**src/rtl/core/irc_message_tokenizer_defines.svh**
```systemverilog
// Assertion macros used by the tokenizer result queue.
`ifndef IRC_MESSAGE_TOKENIZER_DEFINES_SVH
`define IRC_MESSAGE_TOKENIZER_DEFINES_SVH

// Same-cycle implication, checked at every rising clock edge outside reset.
`define IRC_TOK_ASSERT_NOW(name, ante, cons, msg) \
   name: assert property (@(posedge clock) disable iff (reset) (ante) |-> (cons)) \
      else $error(msg);

// Next-cycle implication, checked at every rising clock edge outside reset.
`define IRC_TOK_ASSERT_NEXT(name, ante, cons, msg) \
   name: assert property (@(posedge clock) disable iff (reset) (ante) |=> (cons)) \
      else $error(msg);

`endif

```
**src/rtl/core/irc_tok_pkg.sv**
```systemverilog
// Types, kind codes and command tables shared by the IRC tokenizer modules.
`timescale 1ns / 1ps

package irc_tok_pkg;

   localparam int unsigned MSG_BYTES_DEFAULT = 512;
   localparam int unsigned NUM_CMDS          = 10;
   localparam int unsigned CMD_TEXT_MAX      = 8;

   localparam logic ACTION_BYTE = 1'b0;
   localparam logic ACTION_END  = 1'b1;

   typedef enum logic [4:0] {
      KIND_END, KIND_HASH, KIND_COMMA, KIND_PLUS, KIND_MINUS, KIND_CRLF,
      KIND_CR, KIND_LF, KIND_SPACE, KIND_COLON, KIND_WORD,
      KIND_PASS, KIND_NICK, KIND_USER, KIND_JOIN, KIND_KICK,
      KIND_INVITE, KIND_TOPIC, KIND_MODE, KIND_PRIVMSG, KIND_NOTICE
   } kind_type;

   typedef struct packed {
      logic       action;
      logic [7:0] data_byte;
   } req_type;

   typedef struct packed {
      kind_type   kind;
      logic [8:0] start_offset;
      logic [9:0] token_length;
      logic       overflowed;
      logic       last_of_run;
   } rsp_type;

   // Up to two tokens produced by one accepted item; valid1 implies valid0.
   typedef struct packed {
      logic    valid0;
      logic    valid1;
      rsp_type slot0;
      rsp_type slot1;
   } push_type;

   // Command names in kind order, padded with zero bytes.
   localparam logic [7:0] CMD_TEXT [NUM_CMDS][CMD_TEXT_MAX] = '{
      '{"P", "A", "S", "S", 8'h00, 8'h00, 8'h00, 8'h00},
      '{"N", "I", "C", "K", 8'h00, 8'h00, 8'h00, 8'h00},
      '{"U", "S", "E", "R", 8'h00, 8'h00, 8'h00, 8'h00},
      '{"J", "O", "I", "N", 8'h00, 8'h00, 8'h00, 8'h00},
      '{"K", "I", "C", "K", 8'h00, 8'h00, 8'h00, 8'h00},
      '{"I", "N", "V", "I", "T", "E", 8'h00, 8'h00},
      '{"T", "O", "P", "I", "C", 8'h00, 8'h00, 8'h00},
      '{"M", "O", "D", "E", 8'h00, 8'h00, 8'h00, 8'h00},
      '{"P", "R", "I", "V", "M", "S", "G", 8'h00},
      '{"N", "O", "T", "I", "C", "E", 8'h00, 8'h00}
   };

   localparam logic [3:0] CMD_LEN [NUM_CMDS] = '{
      4'd4, 4'd4, 4'd4, 4'd4, 4'd4, 4'd6, 4'd5, 4'd4, 4'd7, 4'd6
   };

endpackage

```
**src/rtl/core/irc_tok_lexer.sv**
```systemverilog
// Lexer state and the combinational token decision for one accepted item.
`timescale 1ns / 1ps

module irc_tok_lexer import irc_tok_pkg::*; #(
   parameter int unsigned MSG_BYTES = MSG_BYTES_DEFAULT
) (
   input  logic     clock,
   input  logic     reset,
   input  logic     accept,
   input  req_type  req,
   output push_type push
);

   localparam int unsigned POS_W   = $clog2(MSG_BYTES + 1);
   localparam int unsigned BEGIN_W = $clog2(MSG_BYTES);
   localparam logic [POS_W-1:0]   POS_LIMIT  = POS_W'(MSG_BYTES);
   localparam logic [BEGIN_W-1:0] BEGIN_LAST = BEGIN_W'(MSG_BYTES - 1);

   localparam logic [7:0] CHAR_NUL   = 8'h00;
   localparam logic [7:0] CHAR_LF    = 8'h0A;
   localparam logic [7:0] CHAR_CR    = 8'h0D;
   localparam logic [7:0] CHAR_SPACE = 8'h20;
   localparam logic [7:0] CHAR_HASH  = 8'h23;
   localparam logic [7:0] CHAR_AMP   = 8'h26;
   localparam logic [7:0] CHAR_PLUS  = 8'h2B;
   localparam logic [7:0] CHAR_COMMA = 8'h2C;
   localparam logic [7:0] CHAR_MINUS = 8'h2D;
   localparam logic [7:0] CHAR_COLON = 8'h3A;

   logic                in_word_ff,    in_word_in;
   logic [BEGIN_W-1:0]  word_begin_ff, word_begin_in;
   logic [POS_W-1:0]    word_count_ff, word_count_in;
   logic [NUM_CMDS-1:0] cand_ff,       cand_in;
   logic                cr_pending_ff, cr_pending_in;
   logic [POS_W-1:0]    pos_ff,        pos_in;
   logic                overflow_ff,   overflow_in;

   logic [7:0]          data_byte;
   logic                pk_valid;
   kind_type            pk_kind;
   kind_type            word_kind;
   logic [NUM_CMDS-1:0] fed_cand;
   logic [NUM_CMDS-1:0] first_cand;
   logic [POS_W-1:0]    count_inc;
   logic                ovf_now;
   logic                ovf_new;
   logic [BEGIN_W-1:0]  offset;
   logic                do_start;
   logic                pre_valid;
   logic                ts_valid;
   rsp_type             pre_tok;
   rsp_type             ts_tok;

   function automatic rsp_type make_tok(kind_type k, logic [31:0] start,
                                        logic [31:0] len, logic ovf);
      rsp_type r;
      r.kind         = k;
      r.start_offset = start[8:0];
      r.token_length = len[9:0];
      r.overflowed   = ovf;
      r.last_of_run  = 1'b0;
      return r;
   endfunction

   assign data_byte = req.data_byte;

   // Single-character punctuation.
   always_comb begin
      pk_valid = 1'b1;
      pk_kind  = KIND_END;
      case (data_byte)
         CHAR_HASH:  pk_kind = KIND_HASH;
         CHAR_COMMA: pk_kind = KIND_COMMA;
         CHAR_PLUS:  pk_kind = KIND_PLUS;
         CHAR_MINUS: pk_kind = KIND_MINUS;
         CHAR_LF:    pk_kind = KIND_LF;
         CHAR_SPACE: pk_kind = KIND_SPACE;
         CHAR_COLON: pk_kind = KIND_COLON;
         default:    pk_valid = 1'b0;
      endcase
   end

   // Command matching: one comparator per command, all in parallel.
   always_comb begin
      word_kind = KIND_WORD;
      for (int i = NUM_CMDS - 1; i >= 0; i--) begin
         fed_cand[i]   = cand_ff[i] && (word_count_ff < POS_W'(CMD_LEN[i])) &&
                         (CMD_TEXT[i][word_count_ff[2:0]] == data_byte);
         first_cand[i] = (CMD_TEXT[i][0] == data_byte);
         if (cand_ff[i] && (word_count_ff == POS_W'(CMD_LEN[i]))) begin
            word_kind = kind_type'(5'(KIND_PASS) + 5'(i));
         end
      end
   end

   assign count_inc = (word_count_ff < POS_LIMIT) ? word_count_ff + POS_W'(1)
                                                  : word_count_ff;
   assign ovf_now   = (pos_ff >= POS_LIMIT);
   assign ovf_new   = overflow_ff | ovf_now;
   assign offset    = ovf_now ? BEGIN_LAST : pos_ff[BEGIN_W-1:0];

   always_comb begin
      in_word_in    = in_word_ff;
      word_begin_in = word_begin_ff;
      word_count_in = word_count_ff;
      cand_in       = cand_ff;
      cr_pending_in = cr_pending_ff;
      pos_in        = pos_ff;
      overflow_in   = overflow_ff;
      do_start      = 1'b0;
      pre_valid     = 1'b0;
      ts_valid      = 1'b0;
      pre_tok       = make_tok(KIND_END, 32'd0, 32'd0, 1'b0);
      ts_tok        = make_tok(KIND_END, 32'd0, 32'd0, 1'b0);

      if (req.action == ACTION_END) begin
         // Flush whatever is open, close with the end token, then restart.
         if (in_word_ff) begin
            pre_valid = 1'b1;
            pre_tok   = make_tok(word_kind, 32'(word_begin_ff),
                                 32'(word_count_ff), overflow_ff);
         end else if (cr_pending_ff) begin
            pre_valid = 1'b1;
            pre_tok   = make_tok(KIND_CR, 32'(word_begin_ff), 32'd1, overflow_ff);
         end
         ts_valid      = 1'b1;
         ts_tok        = make_tok(KIND_END, 32'd0, 32'd0, overflow_ff);
         in_word_in    = 1'b0;
         word_begin_in = '0;
         word_count_in = '0;
         cand_in       = '1;
         cr_pending_in = 1'b0;
         pos_in        = '0;
         overflow_in   = 1'b0;
      end else begin
         overflow_in = ovf_new;
         if (!ovf_now) begin
            pos_in = pos_ff + POS_W'(1);
         end

         if (cr_pending_ff) begin
            cr_pending_in = 1'b0;
            pre_valid     = 1'b1;
            if (data_byte == CHAR_LF) begin
               pre_tok = make_tok(KIND_CRLF, 32'(word_begin_ff), 32'd2, ovf_new);
            end else begin
               pre_tok  = make_tok(KIND_CR, 32'(word_begin_ff), 32'd1, ovf_new);
               do_start = 1'b1;
            end
         end else if (in_word_ff) begin
            if (!(pk_valid || data_byte == CHAR_CR || data_byte == CHAR_AMP)) begin
               cand_in       = fed_cand;
               word_count_in = count_inc;
            end else begin
               pre_valid  = 1'b1;
               pre_tok    = make_tok(word_kind, 32'(word_begin_ff),
                                     32'(word_count_ff), ovf_new);
               in_word_in = 1'b0;
               do_start   = 1'b1;
            end
         end else begin
            do_start = 1'b1;
         end

         if (do_start) begin
            if (data_byte == CHAR_NUL) begin
               // A NUL where a token would begin is dropped.
            end else if (pk_valid) begin
               ts_valid = 1'b1;
               ts_tok   = make_tok(pk_kind, 32'(offset), 32'd1, ovf_new);
            end else if (data_byte == CHAR_CR) begin
               cr_pending_in = 1'b1;
               word_begin_in = offset;
            end else begin
               in_word_in    = 1'b1;
               word_begin_in = offset;
               word_count_in = POS_W'(1);
               cand_in       = first_cand;
            end
         end
      end
   end

   always_comb begin
      push.valid0 = accept && (pre_valid || ts_valid);
      push.valid1 = accept && pre_valid && ts_valid;
      push.slot0  = pre_valid ? pre_tok : ts_tok;
      push.slot0.last_of_run = !(pre_valid && ts_valid);
      push.slot1  = ts_tok;
      push.slot1.last_of_run = 1'b1;
   end

   always_ff @(posedge clock) begin
      if (reset) begin
         in_word_ff    <= 1'b0;
         word_begin_ff <= '0;
         word_count_ff <= '0;
         cand_ff       <= '1;
         cr_pending_ff <= 1'b0;
         pos_ff        <= '0;
         overflow_ff   <= 1'b0;
      end else if (accept) begin
         in_word_ff    <= in_word_in;
         word_begin_ff <= word_begin_in;
         word_count_ff <= word_count_in;
         cand_ff       <= cand_in;
         cr_pending_ff <= cr_pending_in;
         pos_ff        <= pos_in;
         overflow_ff   <= overflow_in;
      end
   end

endmodule

```
**src/rtl/core/irc_tok_fifo.sv**
```systemverilog
// Four-entry result queue: takes up to two tokens, releases one per cycle unless stalled.
`timescale 1ns / 1ps
`include "irc_message_tokenizer_defines.svh"

module irc_tok_fifo import irc_tok_pkg::*; (
   input  logic     clock,
   input  logic     reset,
   input  push_type push,
   output logic     has_room,
   output logic     rsp_valid,
   input  logic     rsp_stall,
   output rsp_type  rsp_payload
);

   rsp_type    entry_ff [4];
   logic [1:0] wr_ptr_ff, wr_ptr_in;
   logic [1:0] rd_ptr_ff, rd_ptr_in;
   logic [2:0] count_ff,  count_in;
   logic       pop;
   logic [2:0] push_n;

   assign has_room    = (count_ff <= 3'd2);
   assign rsp_valid   = (count_ff != 3'd0);
   assign rsp_payload = entry_ff[rd_ptr_ff];
   assign pop         = rsp_valid && !rsp_stall;
   assign push_n      = {2'b00, push.valid0} + {2'b00, push.valid1};
   assign wr_ptr_in   = wr_ptr_ff + push_n[1:0];
   assign rd_ptr_in   = rd_ptr_ff + {1'b0, pop};
   assign count_in    = count_ff + push_n - {2'b00, pop};

   always_ff @(posedge clock) begin
      if (push.valid0) begin
         entry_ff[wr_ptr_ff] <= push.slot0;
      end
      if (push.valid1) begin
         entry_ff[wr_ptr_ff + 2'd1] <= push.slot1;
      end
   end

   always_ff @(posedge clock) begin
      if (reset) begin
         wr_ptr_ff <= '0;
         rd_ptr_ff <= '0;
         count_ff  <= '0;
      end else begin
         wr_ptr_ff <= wr_ptr_in;
         rd_ptr_ff <= rd_ptr_in;
         count_ff  <= count_in;
      end
   end

   `IRC_TOK_ASSERT_NOW(a_count_bound, 1'b1, count_ff <= 3'd4, "queue count above depth")
   `IRC_TOK_ASSERT_NOW(a_push_room, push.valid0, count_ff <= 3'd2, "push without room")
   `IRC_TOK_ASSERT_NEXT(a_pop_drains, pop && !push.valid0,
                        count_ff == 3'($past(count_ff) - 3'd1), "pop did not drain")

endmodule

```
**src/rtl/core/irc_message_tokenizer.sv**
```systemverilog
// Top level of the streaming IRC message tokenizer.
`timescale 1ns / 1ps

//  Channel   Direction  Handshake             Payload
//  req_      in         req_valid/req_stall   req_type: action, data_byte
//  rsp_      out        rsp_valid/rsp_stall   rsp_type: kind, start_offset,
//                                             token_length, overflowed, last_of_run
//
// One item is accepted per cycle while req_stall is low. Its tokens are decided
// in the same cycle and land in a four-entry result queue; if the queue was empty,
// the first one shows on rsp_ the next cycle. An item yields zero, one or two
// tokens; the queue drains one token per cycle while rsp_stall is low, and
// req_stall rises while it holds more than two, which slows two-token items.
// Synchronous reset clears the lexer state and empties the queue.

module irc_message_tokenizer import irc_tok_pkg::*; #(
   parameter int unsigned MSG_BYTES = MSG_BYTES_DEFAULT
) (
   input  logic    clock,
   input  logic    reset,
   input  logic    req_valid,
   output logic    req_stall,
   input  req_type req_payload,
   output logic    rsp_valid,
   input  logic    rsp_stall,
   output rsp_type rsp_payload
);

   // The lexer only advances on an accepted item; every token it decides for
   // that item is written into the queue in the same edge.
   logic     accept;
   logic     has_room;
   push_type push;

   // Room for two tokens is required so that a two-token item is never split.
   assign req_stall = !has_room;
   assign accept    = req_valid && has_room;

   irc_tok_lexer #(
      .MSG_BYTES(MSG_BYTES)
   ) u_lexer (
      .clock  (clock),
      .reset  (reset),
      .accept (accept),
      .req    (req_payload),
      .push   (push)
   );

   // The queue parts the two sides: a waiting token never holds back input
   // while there is room for two more tokens behind it.
   irc_tok_fifo u_fifo (
      .clock       (clock),
      .reset       (reset),
      .push        (push),
      .has_room    (has_room),
      .rsp_valid   (rsp_valid),
      .rsp_stall   (rsp_stall),
      .rsp_payload (rsp_payload)
   );

endmodule

```
**config.mk**
```make
export PLATFORM = sky130hd
export DESIGN_NAME = irc_message_tokenizer
export DESIGN_NICKNAME = d
export VERILOG_FILES = /design/src/rtl/core/irc_tok_pkg.sv /design/src/rtl/core/irc_tok_lexer.sv /design/src/rtl/core/irc_tok_fifo.sv /design/src/rtl/core/irc_message_tokenizer.sv
export VERILOG_INCLUDE_DIRS = /design/src /design/src/rtl/core
export SDC_FILE = /design/constraint.sdc
export NUM_CORES = 1
export LEC_CHECK = 0
export CORE_ASPECT_RATIO = 1.5
export CORE_UTILIZATION = 58
export DETAILED_ROUTE_END_ITERATION = 12
export DONT_BUFFER_PORTS = 1
export HOLD_SLACK_MARGIN = 0.15
export PLACE_DENSITY = 0.81
export SETUP_SLACK_MARGIN = 0.2
export SYNTH_ARGS = -nofsm -noshare
export SYNTH_HDL_FRONTEND = slang
export SYNTH_SLANG_ARGS = --single-unit
```
**constraint.sdc**
```tcl
create_clock -name clock -period 3.3 [get_ports clock]
set_clock_uncertainty 0.1 [all_clocks]
set_input_delay 0.495 -clock clock [delete_from_list [all_inputs] [get_ports clock]]
set_output_delay 0.495 -clock clock [all_outputs]
set_load 0.02 [all_outputs]
```
* Word-level counts from Yosys, hierarchy flattened
Memory sizes are Yosys's and may differ from the RTL's. A register that Yosys moved wholly into a read port is not among the register bits.
Index checks and enable logic that the tools add are counted.
** Operators by class
- $add $sub $neg :: 8
- Multipliers :: 0
- Divide/modulo/power cells :: 0
- $lt $le $gt $ge :: 8
- Eq/ne operators :: 34
- Shift-type cells :: 0
- Multiplexer cells :: 101
- Bitwise operators :: 2
- Reduce and logical (&&, ||, !) cells :: 48
** Operator list (number)
- 26-bit 2-to-1 mux :: 9
- 10-bit 2-to-1 mux :: 19
- 8-bit 2-to-1 mux :: 20
- 8-bit equality test :: 10
- 7-bit by 8-bit equality test with 1-bit output, first input constant :: 8
- 8-bit by 6-bit equality test with 1-bit output, second input constant :: 7
- 5-bit 2-to-1 mux :: 10
- 9-bit 2-to-1 mux :: 5
- 10-bit by 3-bit equality test with 1-bit output, second input constant :: 4
- 10-bit by 3-bit < comparator with 1-bit output, second input constant :: 4
- 1-bit logical AND :: 36
- 1-bit 2-to-1 mux :: 33
- 4-bit one-hot mux with 7 select lines :: 1
- 25-bit 2-to-1 mux :: 1
- 24-bit 2-to-1 mux :: 1
- 23-bit 2-to-1 mux :: 1
- 10-bit by 1-bit adder with 10-bit output, second input constant :: 2
- 8-bit by 4-bit equality test with 1-bit output, second input constant :: 2
- 10-bit greater-or-equal comparator, second input constant :: 1
- 10-bit < comparator, second input constant :: 1
- 8-bit logical NOT :: 1
- 7-bit OR reduction :: 1
- 2-bit inequality test, second input constant :: 3
- 4-bit greater-or-equal comparator, second input constant :: 1
- other kinds (16) :: 20
** Storage, ports and cells
- Register bits after elaboration :: 49
- Latch bits :: 0
- Memory bits (writable) :: 104
- Memory bits (read-only) :: 640
- Input port bits :: 13
- Output and inout bits :: 28
- Word-level logic and storage cells :: 222
- Memories :: 11
** Memories
- u_fifo.entry_ff :: words 4, width 26, read ports 1, clocked after memory_dff 1, wr ports 2, RTL line irc_tok_fifo.sv:15 : rsp_type entry_ff [4];
- (no name shown) :: words 8, width 8, read ports 1, clocked after memory_dff 0, wr ports 0, RTL line irc_tok_lexer.sv:88 : (CMD_TEXT[i][word_count_ff[2:0]] == data_byte);
- (no name shown) :: words 8, width 8, read ports 1, clocked after memory_dff 0, wr ports 0, RTL line irc_tok_lexer.sv:88
- (no name shown) :: words 8, width 8, read ports 1, clocked after memory_dff 0, wr ports 0, RTL line irc_tok_lexer.sv:88
- (no name shown) :: words 8, width 8, read ports 1, clocked after memory_dff 0, wr ports 0, RTL line irc_tok_lexer.sv:88
- (no name shown) :: words 8, width 8, read ports 1, clocked after memory_dff 0, wr ports 0, RTL line irc_tok_lexer.sv:88
- +5 memories

* Depth between registers and ports, before layout
- Depth after elaboration :: 17
- Depth in mapped cells :: 15
- Depth with buffers taken out :: 12

* Cells and area by module
Synthesis repeated with hierarchy kept, for this count alone.
** Unflattened totals
- Cells, all modules :: 820
- Area total of the unflattened synthesis :: 9321.4 sq um
** By module, submodules not included
- irc_tok_fifo :: times used 1, cells each 294, area an instance 5455.2 sq um, seq. area each 3263.1 sq um
- irc_tok_lexer :: times used 1, cells each 524, area an instance 3856.2 sq um, seq. area each 840.8 sq um
- irc_message_tokenizer :: times used 1, cells each 2, area an instance 10.0 sq um, seq. area each 0.0 sq um

* Worst setup path after synthesis
No wires, ideal clock.
- Path kind :: input -> register
- Start :: input req_payload[4] in the netlist's numbering
- End :: register u_fifo.count_ff[2]
- Library setup time :: 0.128 ns
- Arrival :: 3.148 ns
- Data required time :: 3.072 ns
- Setup slack :: -0.075 ns
- Stages on the path :: 15
- Buffers on the path :: 3
- Cell sequence :: buf_2 nor4bb_1 o31a_1 a21o_1 buf_4 o22ai_2 buf_2 nor3_2 ha_1 inv_1 ha_1 fa_1 xnor2_1 xnor2_1 nor2_1
** On the way
- Longest elaborated chain between the ends :: 16
- Elaborated cells on any way between the ends :: 33
- Those cells by class :: add/sub (3); eq/ne (9); mux (13); reduce/logical (8)
** RTL lines
- from (decl) :: RTL line irc_message_tokenizer.sv:23 : input req_type req_payload,
- 8-bit by 6-bit equality test with 1-bit output / 8-bit by 4-bit equality test with 1-bit output (equally long branches) :: RTL line irc_tok_lexer.sv:71, irc_tok_lexer.sv:144
- 7-bit OR reduction (no line)
- 1-bit 2-to-1 mux :: RTL line irc_tok_lexer.sv:71 : case (data_byte)
- 1-bit logical OR (2 in series) :: RTL line irc_tok_lexer.sv:151 : if (!(pk_valid || data_byte == CHAR_CR || data_byte == CHAR_AMP)) begin
- 1-bit 2-to-1 mux :: RTL line irc_tok_lexer.sv:151
- 1-bit 2-to-1 mux :: RTL line irc_tok_lexer.sv:150 : end else if (in_word_ff) begin
- 1-bit 2-to-1 mux :: RTL line irc_tok_lexer.sv:141 : if (cr_pending_ff) begin
- 1-bit 2-to-1 mux :: RTL line irc_tok_lexer.sv:116 : if (req.action == ACTION_END) begin
- 1-bit 2-to-1 mux :: RTL line irc_tok_lexer.sv:165 : if (do_start) begin
- 1-bit 2-to-1 mux :: RTL line irc_tok_lexer.sv:116
- 1-bit logical OR :: RTL line irc_tok_lexer.sv:185 : push.valid0 = accept && (pre_valid || ts_valid);
- 1-bit logical AND :: RTL line irc_tok_lexer.sv:185
- 1-bit by 1-bit adder with 2-bit output (*) :: RTL line irc_tok_fifo.sv:26 : assign push_n = {2'b00, push.valid0} + {2'b00, push.valid1};
- 3-bit adder (*) :: RTL line irc_tok_fifo.sv:29 : assign count_in = count_ff + push_n - {2'b00, pop};
- 3-bit by 1-bit subtractor with 3-bit output (*) :: RTL line irc_tok_fifo.sv:29
- to (signal assigned) :: RTL line irc_tok_fifo.sv:48 : count_ff <= count_in;
- to (decl) :: RTL line irc_tok_fifo.sv:18 : logic [2:0] count_ff, count_in;
Every way passes the cells marked *; elsewhere a longest branch is shown, timed or not. The select of a mux whose other input is x is not followed.
A chain may end at the register's enable or synchronous reset.

* Worst setup path after layout
- Start :: register u_lexer.word_count_ff[3]
- End :: register u_lexer.cand_ff[3]
** On the way
- Longest elaborated chain between the ends :: 11
** RTL lines
- from (decl) :: RTL line irc_tok_lexer.sv:32 : logic [POS_W-1:0] word_count_ff, word_count_in;
- from (signal assigned) :: RTL line irc_tok_lexer.sv:205 : word_count_ff <= word_count_in;
- 10-bit by 3-bit < comparator with 1-bit output (*) :: RTL line irc_tok_lexer.sv:87 : fed_cand[i] = cand_ff[i] && (word_count_ff < POS_W'(CMD_LEN[i])) &&
- 1-bit logical AND (*) (2 in series) :: RTL line irc_tok_lexer.sv:87
- 10-bit 2-to-1 mux (*) :: RTL line irc_tok_lexer.sv:151
- 10-bit 2-to-1 mux (*) :: RTL line irc_tok_lexer.sv:150
- 10-bit 2-to-1 mux (*) :: RTL line irc_tok_lexer.sv:141
- 10-bit 2-to-1 mux :: RTL line irc_tok_lexer.sv:171 : end else if (data_byte == CHAR_CR) begin
- 10-bit 2-to-1 mux :: RTL line irc_tok_lexer.sv:168 : end else if (pk_valid) begin
- 10-bit 2-to-1 mux :: RTL line irc_tok_lexer.sv:166 : if (data_byte == CHAR_NUL) begin
- 10-bit 2-to-1 mux (*) :: RTL line irc_tok_lexer.sv:165
- 10-bit 2-to-1 mux (*) :: RTL line irc_tok_lexer.sv:116
- to (signal assigned) :: RTL line irc_tok_lexer.sv:206 : cand_ff <= cand_in;
- to (decl) :: RTL line irc_tok_lexer.sv:33 : logic [NUM_CMDS-1:0] cand_ff, cand_in;
Every way passes the cells marked *; elsewhere a longest branch is shown, timed or not.

==> results.yml <==
status:
  outcome: "completed"
detailed_routing:
  vias: 8175
  post_drt_via_cell_ratio: 6.85
  drc: 0
  antenna_left: 0
  wire_per_inst_um: 21.6
  drtIter0Drc: 917
  first_pass_iters: 5
  drt-total-wl_um: 25700
finish:
  final_util: 0.650
  synthToLayoutAreaGrowth_pct: 9.69
  nNetsFinal: 1011
  diodes: 0
  drive_gt1_frac: 0.138
logic_synthesis:
  synth_edf_count: 60
  netlist_area_mm2: 0.00898
  yosysUniqueCellTypes: 84
  synthCells: 1004
  synth_common_cells: "nand2_1, dfxtp_1, a21oi_1"
  yosysSeqAreaShare: 0.408
  yosysMostFrequentCell: "nand2_1"
  ys_seq_elements: 153
  synth.area.top_cells: "dfxtp_1, edfxtp_1, mux4_2"
  synth_area_per_cell_um2: 8.94
  synthesis.nets: 1034
  synthArstFlopShare: 0
  ys_warn_count: 0
  synth-main-ff-cell: "dfxtp_1"
  netlist.area_leader.share: 0.207
  yosysTopAreaCell: "dfxtp_1"
floorplan:
  die-area_mm2: 0.0160
  start_util: 0.593
  die_w_um: 104
  io-pin-count: 41
  core-area_mm2: 0.0151
  row_count: 55
  die_h_um: 154
setup_path:
  reg2reg_slack_ns: 0.50
  endpoint_kind: "flop"
  path_class: "flop to flop"
  cp_max_fo: 11
  endpoint: "u_lexer.cand_ff[3]"
  reg2regPathDepth: 7
  startpoint_type: "flop"
  r2r-start: "u_lexer.word_count_ff[3]"
  critPathArrivalTime_ns: 3.05
  reg2reg_to: "u_lexer.cand_ff[3]"
  crit_start: "u_lexer.word_count_ff[3]"
  required_ns: 3.55
placement:
  place_congestion: 0.960
  dpl.hpwl_um: 17500
  numPortBuffers: 0
sta:
  fin_crit_sh: 0.848
  drv_slew: 0
  rsz0062_at_grt: "no"
  setup_viol: 0
  worst_slew_pin_slew_ns: 1.09
  hold_viol: 0
  finalSetupTns_ns: 0
  finalCriticalPeriod_ns: 2.80
  slew_headroom: 0.269
  fmax_mhz: 358
run:
  cap_violations: 0
power:
  sequentialPowerShare: 0.410
  p_clk_frac: 0.342
  switchingPower_mw: 1.74
  leakage_nw: 3.24
  peakVddDrop_mv: 0.412
  powerDensity_mw_per_mm2: 538
  p_int_mw: 3.56
  sw_frac_of_total: 0.329
  combPwrFrac: 0.248
cts:
  clk_latency_ns: 0.43
  h-tree-depth: 4
  cts_sinks: 153
  cts_tree: "built"
  ctsResizeCount: 0
  cts_root_buf: "clkbuf_16"
  numCtsBuffers: 17
  clk_path_buf_depth: 2
  cts.clk_slew.worst_paths_ns: 0.06
global_route:
  grt_antenna_before_repair: 0
  grt_first_pass_wirelength_um: 41500
  overflow: 0
  grt_max_degree: 38
  grt_usage: 0.330
  grt_pass1_vias: 8015
worst_hold_path:
  hp-class: "primary input to flop"
power groups by stage:
| stage | Sequential, mW | Combinational [mW] | Clock, mW |
|---|---|---|---|
| 2_1_floorplan | 2.18 | 1.06 | 0 |
| 3_3_place_gp | 2.20 | 1.28 | 0 |
| 3_5_place_dp | 2.21 | 1.30 | 0 |
| 4_1_cts | 2.17 | 1.31 | 1.81 |
| 5_1_grt | 2.19 | 1.42 | 1.90 |
| 6_report | 2.17 | 1.32 | 1.81 |
timing repair:
action | in CTS | in global routing
hold buffers | 1 | 0
hold endpoints to repair | 27 | 0
setup endpoints to repair | 0 | 0
setup buffers | 0 | 0
state kept, by name, summed over array words and instances (netlist names):
name	cells
u_lexer.pos_ff	10
u_fifo.entry_ff	104
u_lexer.cr_pending_ff	1
u_fifo.rd_ptr_ff	2
u_lexer.word_count_ff	10
u_lexer.word_begin_ff	9
u_fifo.count_ff	3
u_lexer.overflow_ff	1
u_fifo.wr_ptr_ff	2
u_lexer.cand_ff	10
u_lexer.in_word_ff	1
kinds of logic after synthesis:
logic type | Yosys count | share of synthesized area
simple gates | 359 | 0.207
compound gates | 303 | 0.211
flops | 153 | 0.408
buf+inv | 112 | 0.0507
xor+xnor | 33 | 0.0322
mux | 27 | 0.0663
fa+ha+maj | 17 | 0.0245
worst max-delay path, cell delays in order (launching register included):
cell,delay [ns]
dfxtp_1,0.43
nor4_2,0.63
and4_1,0.40
nor3b_1,0.56
o2111ai_1,0.22
a21oi_1,0.20
o21ai_1,0.08
o211ai_1,0.10
cell usage in the layout, fill, tap and decap left out, types with 10 or more instances in the layout:
cell type,synthesis,layout
nand3_1,42,42
edfxtp_1,60,60
o22ai_1,37,37
xor2_1,17,17
mux4_2,26,26
a21oi_1,83,83
buf_4,1,40
xnor2_1,16,15
nand4_1,15,15
ha_1,16,13
a31oi_1,19,19
nor2_1,65,65
inv_1,27,26
dfxtp_1,93,93
nor3_1,25,25
nand2_1,123,123
nor2b_1,16,16
o21ai_0,57,57
nand2b_1,10,10
o21ai_1,23,23
clkbuf_16,0,17
per-stage QoR:
stage                     worst slack (ns)  power [mW]  hold WS [ns]  area (um^2)  instances
after floorplan                      0.191        3.24         0.325         9100       1004
after global placement               0.288        3.48         0.334         9300       1160
after detailed placement             0.266        3.51         0.341         9300       1160
after CTS                            0.567        5.30         0.185         9850       1193
after global routing                 0.236        5.51         0.218         9850       1193
final                                0.503        5.30         0.202         9850       1193
worst min path at each step:
stage / from / endpoint / slack, ns / cells past startpoint
floorplan: u_fifo.entry_ff[1][10] / u_fifo.entry_ff[1][10] / 0.33 / 2
global placement: u_fifo.entry_ff[1][5] / u_fifo.entry_ff[1][5] / 0.33 / 2
detailed placement: u_fifo.entry_ff[1][5] / u_fifo.entry_ff[1][5] / 0.34 / 2
CTS: req_payload[8] / u_lexer.word_count_ff[9] / 0.18 / 2
global route: reset / u_lexer.word_count_ff[7] / 0.22 / 3
finish: reset / u_lexer.word_count_ff[2] / 0.20 / 3
per-layer routing:
layer,up-vias,part of all wire,track usage
met1,3824,0.36,0.380
met5,-,0,0
met2,538,0.50,0.568
li1,3696,-,-
met4,0,0.050,0.197
met3,117,0.089,0.0645
final cells by class:
class	instances	area, um^2
clock buffer	17	425
clock inverter	15	116
fill	1195	5290
inverter	28	105
multi-input combinational	739	4960
sequential	153	3660
tap	199	249
timing repair buffer	42	330
Note: power is estimated with default switching activity, not from simulation.
